===== config.mk =====
export PLATFORM = sky130hd
export DESIGN_NAME = dictionary_record_decoder_flat
export DESIGN_NICKNAME = d
export VERILOG_FILES = /design/src/rtl/dictrd_pkg.sv /design/src/rtl/dictrd_if.sv /design/src/rtl/dictrd_front.sv /design/src/rtl/dictrd_fifo.sv /design/src/rtl/dictrd_back.sv /design/src/rtl/dictionary_record_decoder.sv /design/src/flat_wrapper.sv
export SDC_FILE = /design/constraint.sdc
export NUM_CORES = 1
export LEC_CHECK = 0
export ABC_CLOCK_PERIOD_IN_PS = 16900
export BUFFER_PORTS_ARGS = -buffer_cell sky130_fd_sc_hd__buf_2
export CORE_AREA = 2 2 194 235
export DETAILED_ROUTE_END_ITERATION = 12
export DIE_AREA = 0 0 196 237
export SLEW_MARGIN = 20
export SYNTH_ARGS = -nofsm -noshare
export SYNTH_HDL_FRONTEND = slang
export SYNTH_HIERARCHICAL = 1
export SYNTH_SLANG_ARGS = --single-unit

===== constraint.sdc =====
create_clock -name clk -period 16.9 [get_ports clk]
set_clock_uncertainty 0.15 [all_clocks]
set_input_delay 0.845 -clock clk [delete_from_list [all_inputs] [get_ports clk]]
set_output_delay 0.845 -clock clk [all_outputs]
set_load 0.03 [all_outputs]

===== src/rtl/dictrd_pkg.sv =====
package dictrd_pkg;

  // Attribute bytes at the head of every record.
  localparam int ATTRIB_BYTES = 7;
  localparam int ATTR_CNT_W   = $clog2(ATTRIB_BYTES + 1);

  // Most characters that a single input word can expand to.
  localparam int MAX_CHARS = 6;
  localparam int CNT_W     = 3;

  localparam int FIFO_DEPTH = 4;
  localparam int FIFO_PTR_W = 2;

  localparam logic [2:0] KIND_ATTR  = 3'd0;
  localparam logic [2:0] KIND_HEAD  = 3'd1;
  localparam logic [2:0] KIND_DEF   = 3'd2;
  localparam logic [2:0] KIND_END   = 3'd3;
  localparam logic [2:0] KIND_UNDER = 3'd4;

  typedef logic [7:0] char_t;

  // All characters caused by one input word, first character in slot 0.
  typedef struct packed {
    logic                    done;
    logic [2:0]              kind;
    logic [CNT_W-1:0]        cnt;
    char_t [MAX_CHARS-1:0]   chars;
  } burst_t;

endpackage


===== src/rtl/dictrd_if.sv =====
interface dictrd_in_if ();
  logic       valid;
  logic       ready;
  logic [7:0] record_byte;
  logic       restart;

  modport source (output valid, output record_byte, output restart, input ready);
  modport sink   (input valid, input record_byte, input restart, output ready);
endinterface

interface dictrd_out_if ();
  logic       valid;
  logic       ready;
  logic [7:0] char_code;
  logic [2:0] kind;
  logic       last;
  logic       record_done;

  modport source (output valid, output char_code, output kind, output last,
                  output record_done, input ready);
  modport sink   (input valid, input char_code, input kind, input last,
                  input record_done, output ready);
endinterface


===== src/rtl/dictrd_front.sv =====
module dictrd_front import dictrd_pkg::*; (
  input  logic         clk,
  input  logic         rst_n,
  dictrd_in_if.sink    in_ch,
  input  logic         queue_full,
  output logic         push,
  output burst_t       burst
);

  localparam logic [2:0] PH_ATTR   = 3'd0;
  localparam logic [2:0] PH_HWLEN  = 3'd1;
  localparam logic [2:0] PH_HWLO   = 3'd2;
  localparam logic [2:0] PH_HWHI   = 3'd3;
  localparam logic [2:0] PH_DEFLEN = 3'd4;
  localparam logic [2:0] PH_DEF    = 3'd5;

  localparam char_t ESC_COMMA = 8'h7D;
  localparam char_t ESC_DOT   = 8'h7F;
  localparam char_t ESC_ELLIP = 8'hFF;
  localparam char_t ESC_FB    = 8'hFB;
  localparam char_t PAIR_EF   = 8'hEF;
  localparam char_t PAIR_F3   = 8'hF3;
  localparam char_t PAIR_FF   = 8'hFF;

  localparam char_t CH_SPACE  = 8'h20;
  localparam char_t CH_COMMA  = 8'h2C;
  localparam char_t CH_DOT    = 8'h2E;
  localparam char_t CH_SEMI   = 8'h3B;

  typedef struct packed {
    logic [1:0]  cnt;
    char_t [2:0] chars;
  } half_t;

  function automatic char_t hex_char(input logic [3:0] v);
    return (v < 4'd10) ? (8'h30 + {4'h0, v}) : (8'h37 + {4'h0, v});
  endfunction

  function automatic char_t letter_char(input logic [4:0] v);
    char_t r;
    if (v < 5'd26) r = 8'h61 + {3'b000, v};
    else if (v == 5'd27) r = CH_SPACE;
    else if (v == 5'd30) r = 8'h27;
    else r = 8'h2A;
    return r;
  endfunction

  // Suffix strings, first character in the top byte, unused bytes zero.
  function automatic logic [23:0] suffix_chars(input logic [4:0] h);
    logic [23:0] s;
    unique case (h)
      5'd0:  s = "<0>";
      5'd1:  s = "ion";
      5'd2:  s = "ies";
      5'd3:  s = "ing";
      5'd4:  s = "ous";
      5'd5:  s = "ses";
      5'd6:  s = {"al", 8'h00};
      5'd7:  s = {"an", 8'h00};
      5'd8:  s = {"at", 8'h00};
      5'd9:  s = {"ed", 8'h00};
      5'd10: s = {"en", 8'h00};
      5'd11: s = {"er", 8'h00};
      5'd12: s = {"es", 8'h00};
      5'd13: s = {"ia", 8'h00};
      5'd14: s = {"ic", 8'h00};
      5'd15: s = {"ie", 8'h00};
      5'd16: s = {"in", 8'h00};
      5'd17: s = {"io", 8'h00};
      5'd18: s = {"is", 8'h00};
      5'd19: s = {"it", 8'h00};
      5'd20: s = {"le", 8'h00};
      5'd21: s = {"ly", 8'h00};
      5'd22: s = {"ne", 8'h00};
      5'd23: s = {"on", 8'h00};
      5'd24: s = {"or", 8'h00};
      5'd25: s = {"ra", 8'h00};
      5'd26: s = {"se", 8'h00};
      5'd27: s = {"ss", 8'h00};
      5'd28: s = {"st", 8'h00};
      5'd29: s = {"te", 8'h00};
      5'd30: s = {"ti", 8'h00};
      default: s = {"th", 8'h00};
    endcase
    return s;
  endfunction

  // A half of 32 or more is a literal, 6..31 a two-letter suffix, else three.
  function automatic half_t decode_half(input logic [6:0] h);
    half_t       r;
    logic [23:0] s;
    s = suffix_chars(h[4:0]);
    if (h >= 7'd32) begin
      r.cnt   = 2'd1;
      r.chars = '0;
      r.chars[0] = {1'b0, h};
    end else begin
      r.cnt      = (h >= 7'd6) ? 2'd2 : 2'd3;
      r.chars[0] = s[23:16];
      r.chars[1] = s[15:8];
      r.chars[2] = s[7:0];
    end
    return r;
  endfunction

  logic [2:0]            phase_r, phase_nxt;
  logic [ATTR_CNT_W-1:0] acnt_r, acnt_nxt;
  logic [7:0]            hw_rem_r, hw_rem_nxt;
  logic [7:0]            low_r, low_nxt;
  logic [7:0]            def_rem_r, def_rem_nxt;
  logic                  mask_r, mask_nxt;
  char_t                 prev_r, prev_nxt;

  logic                  accept;

  assign in_ch.ready = !queue_full;
  assign accept      = in_ch.valid && !queue_full;
  assign push        = accept && (burst.cnt != '0);

  always_comb begin
    logic [2:0]            ph;
    logic [ATTR_CNT_W-1:0] acnt;
    logic [7:0]            hwrem;
    logic [7:0]            low;
    logic [7:0]            defrem;
    logic                  mask;
    char_t                 prev;
    char_t                 b;
    char_t                 c;
    logic [ATTR_CNT_W:0]   acnt_sum;
    logic [9:0]            rem0;
    logic [9:0]            rem1;
    logic [9:0]            rem2;
    logic                  hw_end;
    half_t                 ha;
    half_t                 hb;
    logic [2:0]            na3;
    logic [2:0]            jj;
    logic [1:0]            dn;
    logic [1:0]            dd;
    char_t [2:0]           dch;

    b = in_ch.record_byte;
    // Restart applies the reset state before this byte is decoded.
    ph     = in_ch.restart ? PH_ATTR : phase_r;
    acnt   = in_ch.restart ? '0 : acnt_r;
    hwrem  = in_ch.restart ? '0 : hw_rem_r;
    low    = in_ch.restart ? '0 : low_r;
    defrem = in_ch.restart ? '0 : def_rem_r;
    mask   = in_ch.restart ? 1'b0 : mask_r;
    prev   = in_ch.restart ? '0 : prev_r;

    phase_nxt   = ph;
    acnt_nxt    = acnt;
    hw_rem_nxt  = hwrem;
    low_nxt     = low;
    def_rem_nxt = defrem;
    mask_nxt    = mask;
    prev_nxt    = prev;

    burst       = '0;
    burst.kind  = KIND_ATTR;

    acnt_sum = {1'b0, acnt} + (ATTR_CNT_W + 1)'(1);
    rem0     = {2'b00, hwrem};
    ha       = decode_half(low[6:0]);
    hb       = decode_half(b[6:0]);
    na3      = {1'b0, ha.cnt};
    rem1     = rem0 - {8'h00, ha.cnt};
    rem2     = rem1 - {8'h00, hb.cnt};
    hw_end   = 1'b0;
    c        = b ^ {mask, 7'b0000000};
    dn       = 2'd0;
    dd       = 2'd0;
    dch      = '0;
    jj       = '0;

    unique case (ph)
      PH_HWLEN: begin
        hw_rem_nxt = b;
        phase_nxt  = (b != 8'h00) ? PH_HWLO : PH_DEFLEN;
      end
      PH_HWLO: begin
        low_nxt   = b;
        phase_nxt = PH_HWHI;
      end
      PH_HWHI: begin
        burst.kind = KIND_HEAD;
        if (!b[7]) begin
          burst.cnt      = CNT_W'(3);
          burst.chars[0] = letter_char(low[4:0]);
          burst.chars[1] = letter_char({b[1:0], low[7:5]});
          burst.chars[2] = letter_char(b[6:2]);
          rem2   = rem0 - 10'd3;
          hw_end = rem2[9] || (rem2 == '0);
        end else if (rem1 == '0) begin
          // Exact end after the low half: the high half is ignored.
          burst.cnt      = CNT_W'(ha.cnt);
          burst.chars[0] = ha.chars[0];
          burst.chars[1] = ha.chars[1];
          burst.chars[2] = ha.chars[2];
          hw_end         = 1'b1;
        end else if (rem1[9]) begin
          burst.cnt  = CNT_W'(1);
          burst.kind = KIND_UNDER;
          hw_end     = 1'b1;
        end else begin
          burst.cnt = na3 + {1'b0, hb.cnt};
          for (int i = 0; i < MAX_CHARS; i++) begin
            jj = CNT_W'(i) - na3;
            if (CNT_W'(i) < na3) burst.chars[i] = ha.chars[2'(i)];
            else if (jj < 3'd3) burst.chars[i] = hb.chars[jj[1:0]];
          end
          hw_end = rem2[9] || (rem2 == '0);
        end
        if (hw_end) begin
          hw_rem_nxt = '0;
          phase_nxt  = PH_DEFLEN;
        end else begin
          hw_rem_nxt = b[7] ? rem2[7:0] : rem2[7:0];
          phase_nxt  = PH_HWLO;
        end
      end
      PH_DEFLEN: begin
        def_rem_nxt = b;
        mask_nxt    = 1'b0;
        prev_nxt    = '0;
        if (b == 8'h00) begin
          burst.cnt  = CNT_W'(1);
          burst.kind = KIND_END;
          burst.done = 1'b1;
          phase_nxt  = PH_ATTR;
        end else begin
          phase_nxt = PH_DEF;
        end
      end
      PH_DEF: begin
        mask_nxt = ~mask;
        prev_nxt = c;
        if (c == 8'h00) begin
          prev_nxt = '0;
        end else if (prev == ESC_COMMA) begin
          if (c == PAIR_EF) begin
            dch = {CH_SPACE, CH_SPACE, CH_COMMA};
            dn  = 2'd3;
            dd  = 2'd3;
          end else begin
            dch = {8'h00, c, prev};
            dn  = 2'd2;
            dd  = 2'd2;
          end
        end else if (prev == ESC_DOT) begin
          if (c == PAIR_EF) begin
            dch = {8'h00, CH_SPACE, CH_DOT};
            dn  = 2'd2;
            dd  = 2'd3;
          end
        end else if (prev == ESC_ELLIP) begin
          dd       = 2'd3;
          prev_nxt = '0;
          if (c == PAIR_F3) begin
            dch = {CH_SEMI, CH_DOT, CH_DOT};
            dn  = 2'd3;
          end else if (c == PAIR_EF) begin
            dch = {CH_SPACE, CH_DOT, CH_DOT};
            dn  = 2'd3;
          end else if (c == PAIR_FF) begin
            dch = {CH_DOT, CH_DOT, CH_DOT};
            dn  = 2'd3;
          end
        end else if (prev == ESC_FB) begin
          if (c == PAIR_FF) begin
            dch      = {8'h00, CH_DOT, CH_DOT};
            dn       = 2'd2;
            dd       = 2'd3;
            prev_nxt = '0;
          end else begin
            dch = {8'h00, c, prev};
            dn  = 2'd2;
            dd  = 2'd2;
          end
        end else if ((c == ESC_FB) || (c == ESC_ELLIP) || (c == ESC_COMMA) ||
                     (c == ESC_DOT)) begin
          // Escape lead byte: held until its partner arrives.
        end else begin
          dch = {8'h00, 8'h00, c};
          dn  = 2'd1;
          dd  = 2'd1;
        end
        burst.kind     = KIND_DEF;
        burst.cnt      = {1'b0, dn};
        burst.chars[0] = dch[0];
        burst.chars[1] = dch[1];
        burst.chars[2] = dch[2];
        rem2 = {2'b00, defrem} - {8'h00, dd};
        if (rem2[9] || (rem2 == '0)) begin
          if (dn == 2'd0) begin
            // Silent close still tells the consumer the record ended.
            burst.cnt  = CNT_W'(1);
            burst.kind = KIND_END;
          end
          burst.done  = 1'b1;
          def_rem_nxt = '0;
          phase_nxt   = PH_ATTR;
        end else begin
          def_rem_nxt = rem2[7:0];
        end
      end
      default: begin
        burst.cnt      = CNT_W'(2);
        burst.kind     = KIND_ATTR;
        burst.chars[0] = hex_char(b[7:4]);
        burst.chars[1] = hex_char(b[3:0]);
        phase_nxt      = PH_ATTR;
        if (acnt_sum >= (ATTR_CNT_W + 1)'(ATTRIB_BYTES)) begin
          acnt_nxt  = '0;
          phase_nxt = PH_HWLEN;
        end else begin
          acnt_nxt = acnt_sum[ATTR_CNT_W-1:0];
        end
      end
    endcase
  end

  always_ff @(posedge clk) begin
    if (!rst_n) begin
      phase_r   <= PH_ATTR;
      acnt_r    <= '0;
      hw_rem_r  <= '0;
      low_r     <= '0;
      def_rem_r <= '0;
      mask_r    <= 1'b0;
      prev_r    <= '0;
    end else if (accept) begin
      phase_r   <= phase_nxt;
      acnt_r    <= acnt_nxt;
      hw_rem_r  <= hw_rem_nxt;
      low_r     <= low_nxt;
      def_rem_r <= def_rem_nxt;
      mask_r    <= mask_nxt;
      prev_r    <= prev_nxt;
    end
  end

  a_push_cnt: assert property (@(posedge clk) disable iff (!rst_n)
    push |-> (burst.cnt <= CNT_W'(MAX_CHARS)))
    else $error("word expanded beyond the burst size");

  a_under_single: assert property (@(posedge clk) disable iff (!rst_n)
    (push && (burst.kind == KIND_UNDER)) |-> ((burst.cnt == CNT_W'(1)) && !burst.done))
    else $error("headword underflow must be a single result");

endmodule


===== src/rtl/dictrd_fifo.sv =====
module dictrd_fifo import dictrd_pkg::*; (
  input  logic   clk,
  input  logic   rst_n,
  input  logic   push,
  input  burst_t push_data,
  input  logic   pop,
  output burst_t head,
  output logic   head_valid,
  output logic   full
);

  burst_t                mem_r [FIFO_DEPTH];
  logic [FIFO_PTR_W-1:0] wr_ptr_r;
  logic [FIFO_PTR_W-1:0] rd_ptr_r;
  logic [FIFO_PTR_W:0]   count_r;

  assign full       = (count_r == (FIFO_PTR_W + 1)'(FIFO_DEPTH));
  assign head_valid = (count_r != '0);
  assign head       = mem_r[rd_ptr_r];

  always_ff @(posedge clk) begin
    if (push) begin
      mem_r[wr_ptr_r] <= push_data;
    end
  end

  always_ff @(posedge clk) begin
    if (!rst_n) begin
      wr_ptr_r <= '0;
      rd_ptr_r <= '0;
      count_r  <= '0;
    end else begin
      if (push) wr_ptr_r <= wr_ptr_r + FIFO_PTR_W'(1);
      if (pop)  rd_ptr_r <= rd_ptr_r + FIFO_PTR_W'(1);
      if (push && !pop)      count_r <= count_r + (FIFO_PTR_W + 1)'(1);
      else if (pop && !push) count_r <= count_r - (FIFO_PTR_W + 1)'(1);
    end
  end

  a_no_overflow: assert property (@(posedge clk) disable iff (!rst_n)
    push |-> !full)
    else $error("push into a full queue");

  a_no_underflow: assert property (@(posedge clk) disable iff (!rst_n)
    pop |-> head_valid)
    else $error("pop from an empty queue");

endmodule


===== src/rtl/dictrd_back.sv =====
module dictrd_back import dictrd_pkg::*; (
  input  logic          clk,
  input  logic          rst_n,
  input  burst_t        head,
  input  logic          head_valid,
  output logic          pop,
  dictrd_out_if.source  out_ch
);

  logic [CNT_W-1:0] idx_r;
  logic             out_valid_r;
  char_t            char_r;
  logic [2:0]       kind_r;
  logic             last_r;
  logic             done_r;
  logic             load;
  logic             is_last;

  assign load    = head_valid && (!out_valid_r || out_ch.ready);
  assign is_last = (idx_r == (head.cnt - CNT_W'(1)));
  assign pop     = load && is_last;

  assign out_ch.valid       = out_valid_r;
  assign out_ch.char_code   = char_r;
  assign out_ch.kind        = kind_r;
  assign out_ch.last        = last_r;
  assign out_ch.record_done = done_r;

  always_ff @(posedge clk) begin
    if (!rst_n) begin
      idx_r       <= '0;
      out_valid_r <= 1'b0;
    end else begin
      if (load) begin
        out_valid_r <= 1'b1;
        idx_r       <= is_last ? '0 : idx_r + CNT_W'(1);
      end else if (out_ch.ready) begin
        out_valid_r <= 1'b0;
      end
    end
  end

  always_ff @(posedge clk) begin
    if (load) begin
      char_r <= head.chars[idx_r];
      kind_r <= head.kind;
      last_r <= is_last;
      done_r <= is_last && head.done;
    end
  end

  a_idx_in_burst: assert property (@(posedge clk) disable iff (!rst_n)
    head_valid |-> (idx_r < head.cnt))
    else $error("character index ran past the burst");

endmodule


===== src/rtl/dictionary_record_decoder.sv =====
// Packed dictionary record decoder.
// in_ch carries one record byte per word, with restart set on the byte that
// opens a new record; any record in progress is then abandoned. out_ch
// carries one decoded character per word with its kind, a last flag on the
// final character caused by an input byte, and record_done on the word that
// closes the record.
// The front decodes a byte in the cycle it is taken and queues all of its
// characters (up to six) as one entry; the back sends them one per cycle
// while out_ch is ready. The first character of a byte passes through the
// queue memory and the back's output register on its way to out_ch. A byte
// that yields nothing (lengths, low headword bytes, escape leads) takes no
// room in the queue; otherwise its characters leave one by one, and the
// output port sets the sustained rate of one character per cycle.
// The four-entry queue lets input keep flowing while out_ch is stalled;
// in_ch.ready drops only when the queue is full. Nothing is lost when the
// receiver stalls. Reset (rst_n low, synchronous) empties the queue and
// returns the decoder to the first attribute byte of a record.
module dictionary_record_decoder import dictrd_pkg::*; (
  input  logic          clk,
  input  logic          rst_n,
  dictrd_in_if.sink     in_ch,
  dictrd_out_if.source  out_ch
);

  logic   push;
  logic   pop;
  logic   full;
  logic   head_valid;
  burst_t burst;
  burst_t head;

  dictrd_front u_front (
    .clk        (clk),
    .rst_n      (rst_n),
    .in_ch      (in_ch),
    .queue_full (full),
    .push       (push),
    .burst      (burst)
  );

  dictrd_fifo u_fifo (
    .clk        (clk),
    .rst_n      (rst_n),
    .push       (push),
    .push_data  (burst),
    .pop        (pop),
    .head       (head),
    .head_valid (head_valid),
    .full       (full)
  );

  dictrd_back u_back (
    .clk        (clk),
    .rst_n      (rst_n),
    .head       (head),
    .head_valid (head_valid),
    .pop        (pop),
    .out_ch     (out_ch)
  );

endmodule

===== src/flat_wrapper.sv =====
// flat-port wrapper written by rule: the top's interface ports become plain ports
module dictionary_record_decoder_flat import dictrd_pkg::*;
  (clk, rst_n, in_ch_valid, in_ch_record_byte, in_ch_restart, in_ch_ready, out_ch_valid, out_ch_char_code, out_ch_kind, out_ch_last, out_ch_record_done, out_ch_ready);
  dictrd_in_if in_ch_i ();
  dictrd_out_if out_ch_i ();
  input  logic clk;
  input  logic rst_n;
  input wire logic [$bits(in_ch_i.valid)-1:0] in_ch_valid;
  input wire logic [$bits(in_ch_i.record_byte)-1:0] in_ch_record_byte;
  input wire logic [$bits(in_ch_i.restart)-1:0] in_ch_restart;
  output wire logic [$bits(in_ch_i.ready)-1:0] in_ch_ready;
  output wire logic [$bits(out_ch_i.valid)-1:0] out_ch_valid;
  output wire logic [$bits(out_ch_i.char_code)-1:0] out_ch_char_code;
  output wire logic [$bits(out_ch_i.kind)-1:0] out_ch_kind;
  output wire logic [$bits(out_ch_i.last)-1:0] out_ch_last;
  output wire logic [$bits(out_ch_i.record_done)-1:0] out_ch_record_done;
  input wire logic [$bits(out_ch_i.ready)-1:0] out_ch_ready;
  assign in_ch_i.valid = in_ch_valid;
  assign in_ch_i.record_byte = in_ch_record_byte;
  assign in_ch_i.restart = in_ch_restart;
  assign in_ch_ready = in_ch_i.ready;
  assign out_ch_valid = out_ch_i.valid;
  assign out_ch_char_code = out_ch_i.char_code;
  assign out_ch_kind = out_ch_i.kind;
  assign out_ch_last = out_ch_i.last;
  assign out_ch_record_done = out_ch_i.record_done;
  assign out_ch_i.ready = out_ch_ready;
  dictionary_record_decoder u_core (.clk(clk), .rst_n(rst_n), .in_ch(in_ch_i), .out_ch(out_ch_i));
endmodule

==> flow_metrics.tcl <==
set metrics [dict create \
    clock_latency_ns 0.58 \
    pwr-share-comb 0.218 \
    routabilityCongestion 0.9361 \
    yosysSeqAreaShare 0.4963 \
    finalWirelength_um 45880 \
    numCtsBuffers 30 \
    vias 12060 \
    critPathMaxFanout 26 \
    cts_setup_buffers 0 \
    grt_pass1_vias 11910 \
    ys_top_cells_by_area "edfxtp_1 (43%), mux4_2 (8.3%), dfxtp_1 (6.4%)" \
    wl_per_cell_um 23.02 \
    power_switching_uw 575.6 \
    maxCapViolations 0 \
    synth_area_per_cell_um2 11.37 \
    netSwitchingFraction 0.2839 \
    yosysUniqueCellTypes 89 \
    dieArea_mm2 0.04645 \
    via_per_inst 6.049 \
    nets 1475 \
    worst_pin_slew_ns 1.102 \
    io_buffers 27 \
    grt_usage 0.1949 \
    worst_ep_required_time_ns 17.25 \
    ios 28 \
    final.period_utilization 0.4596 \
    cts_tree "done" \
    arrival_ns 8.12 \
    min_path_type "reg2reg" \
    grt_max_degree 56 \
    finalHoldWorstSlack_ns 0.3078 \
    total_leakage_power_uw 0.005969 \
    drc 0 \
    critical_path_class "in2reg" \
    ys.warnings.count 6 \
    root_buffer "clkbuf_16" \
    end_kind "flop" \
    coreArea_mm2 0.04424 \
    dp.cells 1938 \
    antenna_found_initial 1 \
    fin_crit_ns 7.767 \
    clk_pin_slew_ns 0.06 \
    layout_setup_ws_ns 9.133 \
    cts_buffer_depth 3 \
    clockPowerShare 0.337 \
    n_antenna_cell 0 \
    hpwl_um 31330 \
    fin_setup_tns_ns 0 \
    synth_top_cell_area_share 0.4320 \
    crit_path_start_kind "input port" \
    yosysMostFrequentCell "edfxtp_1" \
    die_y_um 237 \
    ys.flop_type "edfxtp_1" \
    grt_pass1_wl_um 70460 \
    first_pass_iters 5 \
    rsz0062_at_grt "no" \
    yosys.area.top_type "edfxtp_1" \
    synth-seq-cells 285 \
    irDropWorstVdd_mv 0.1137 \
    stdcell_count 1993 \
    syn_area_mm2 0.01620 \
    grt_overflow 0 \
    place_ws_ns 8.608 \
    clock_sinks 285 \
    slew_viol_final 0 \
    p_int_uw 1451 \
    slew_headroom 0.2640 \
    die_width_um 196 \
    powerDensity_mw_per_mm2 114.2 \
    rows 85 \
    synth_edf_count 233 \
    synthCells 1424 \
    initialDrtViolationCount 1044 \
    area_growth_pct 9.588 \
    antenna_left 0 \
    hold_viol 0 \
    power_frac_seq 0.445 \
    status "finished clean" \
    async_flop_share 0 \
    htree_levels 1 \
    finalSetupViolations 0 \
    initial_core_util 0.3661 \
    drive_gt1_frac 0.1373 \
    synth_top_cells_by_count "edfxtp_1 (233), nand2_1 (107), nor2_1 (107)" \
    fmax_mhz 128.7 \
    holdBufCountCts 0 \
    ctsResizeCount 0 \
]
==> flip-flops by register name (all words and copies together), names as in the netlist, named ones only <==
| name | cells |
|---|---|
| u_core/u_back/out_ch.kind | 3 |
| u_core/u_fifo/mem_r | 220 |
| u_core/u_front/hw_rem_r | 8 |
| u_core/u_front/prev_r | 8 |
| u_core/u_fifo/wr_ptr_r | 2 |
| u_core/u_front/phase_r | 3 |
| u_core/u_front/acnt_r | 3 |
| u_core/u_back/out_ch.record_done | 1 |
| u_core/u_back/out_ch.last | 1 |
| u_core/u_back/idx_r | 3 |
| u_core/u_front/mask_r | 1 |
| u_core/u_back/out_ch.char_code | 8 |
| u_core/u_fifo/count_r | 3 |
| u_core/u_front/def_rem_r | 8 |
| u_core/u_front/low_r | 8 |
| u_core/u_fifo/rd_ptr_r | 2 |
| u_core/u_back/out_ch.valid | 1 |
==> power groups by stage <==
stage,clock [uW],combinational (uW),sequential [uW]
after global placement,0,444,915
after CTS,697,450,905
after floorplan,0,326,935
after detailed placement,0,447,920
after global routing,723,480,912
final,682,442,903
==> logic make-up after synthesis <==
| group | after synthesis | synth area share |
|---|---|---|
| simple gates | 416 | 0.1273 |
| compound gates | 392 | 0.1647 |
| buf+inv | 160 | 0.04481 |
| other cells | 1 | 0.0002315 |
| fa+ha+maj | 57 | 0.04635 |
| xor+xnor | 27 | 0.01553 |
| mux | 86 | 0.1048 |
| flops | 285 | 0.4963 |
==> critical path, stage by stage <==
cell and delay (ns):
buf_2 0.08, buf_4 0.28, nand2b_1 0.53, inv_2 0.27, ha_1 0.40, o21a_1 0.38
inv_1 0.31, ha_1 0.21, inv_1 0.05, fa_1 0.54, or3b_2 0.55, a311o_1 0.35
or4_1 0.73, a311oi_1 0.38, nor4b_1 0.14, a41oi_1 0.66, ha_1 0.30, inv_1 0.06
fa_1 0.37, xor2_1 0.18, or3_1 0.31, a21boi_0 0.16
==> per-layer routing <==
layer | share of wire | track usage
met5 | 0 | 0
met4 | 0.043 | 0.08219
met1 | 0.42 | 0.2573
met3 | 0.059 | 0.02592
met2 | 0.47 | 0.3232
==> path summary, 6_finish.rpt <==
check / end / from / cells past startpoint / slack [ns]
hold reg to reg: u_core/u_front/def_rem_r[0] / u_core/u_front/def_rem_r[0] / 2 / 0.31
setup / recovery: u_core/u_fifo/count_r[2] / in_ch_restart / 22 / 9.13
hold / removal: u_core/u_front/def_rem_r[0] / u_core/u_front/def_rem_r[0] / 2 / 0.31
setup reg to reg: u_core/u_fifo/count_r[2] / u_core/u_front/low_r[2] / 19 / 9.26
==> stage by stage <==
stage / power, uW / instance area, um2 / utilization
after floorplan: 1261 / 16210 / -
after global placement: 1360 / 16710 / 0.3778
after detailed placement: 1367 / 16710 / 0.3778
after CTS: 2052 / 17750 / 0.4012
after global routing: 2115 / 17750 / 0.4012
final: 2027 / 17750 / 0.4012
==> layout by cell type (no fill, tap or decap), drive strengths merged, types with 34 or more instances in the layout <==
cell	n
clkbuf	34
a21oi	73
nor2	107
nand2	107
edfxtp	233
o21ai	83
mux4	65
dfxtp	52
ha	52
nor3	34
buf	46
inv	58
==> area by class of cell <==
type / count / area, um2
clock inverter: 21 / 269.0
tap: 565 / 706.9
timing repair buffer: 46 / 277.8
fill: 4216 / 26490
multi-input combinational: 982 / 7461
clock buffer: 34 / 765.7
sequential: 285 / 8043
inverter: 60 / 225.2
Power figures use the tool's default switching activity.
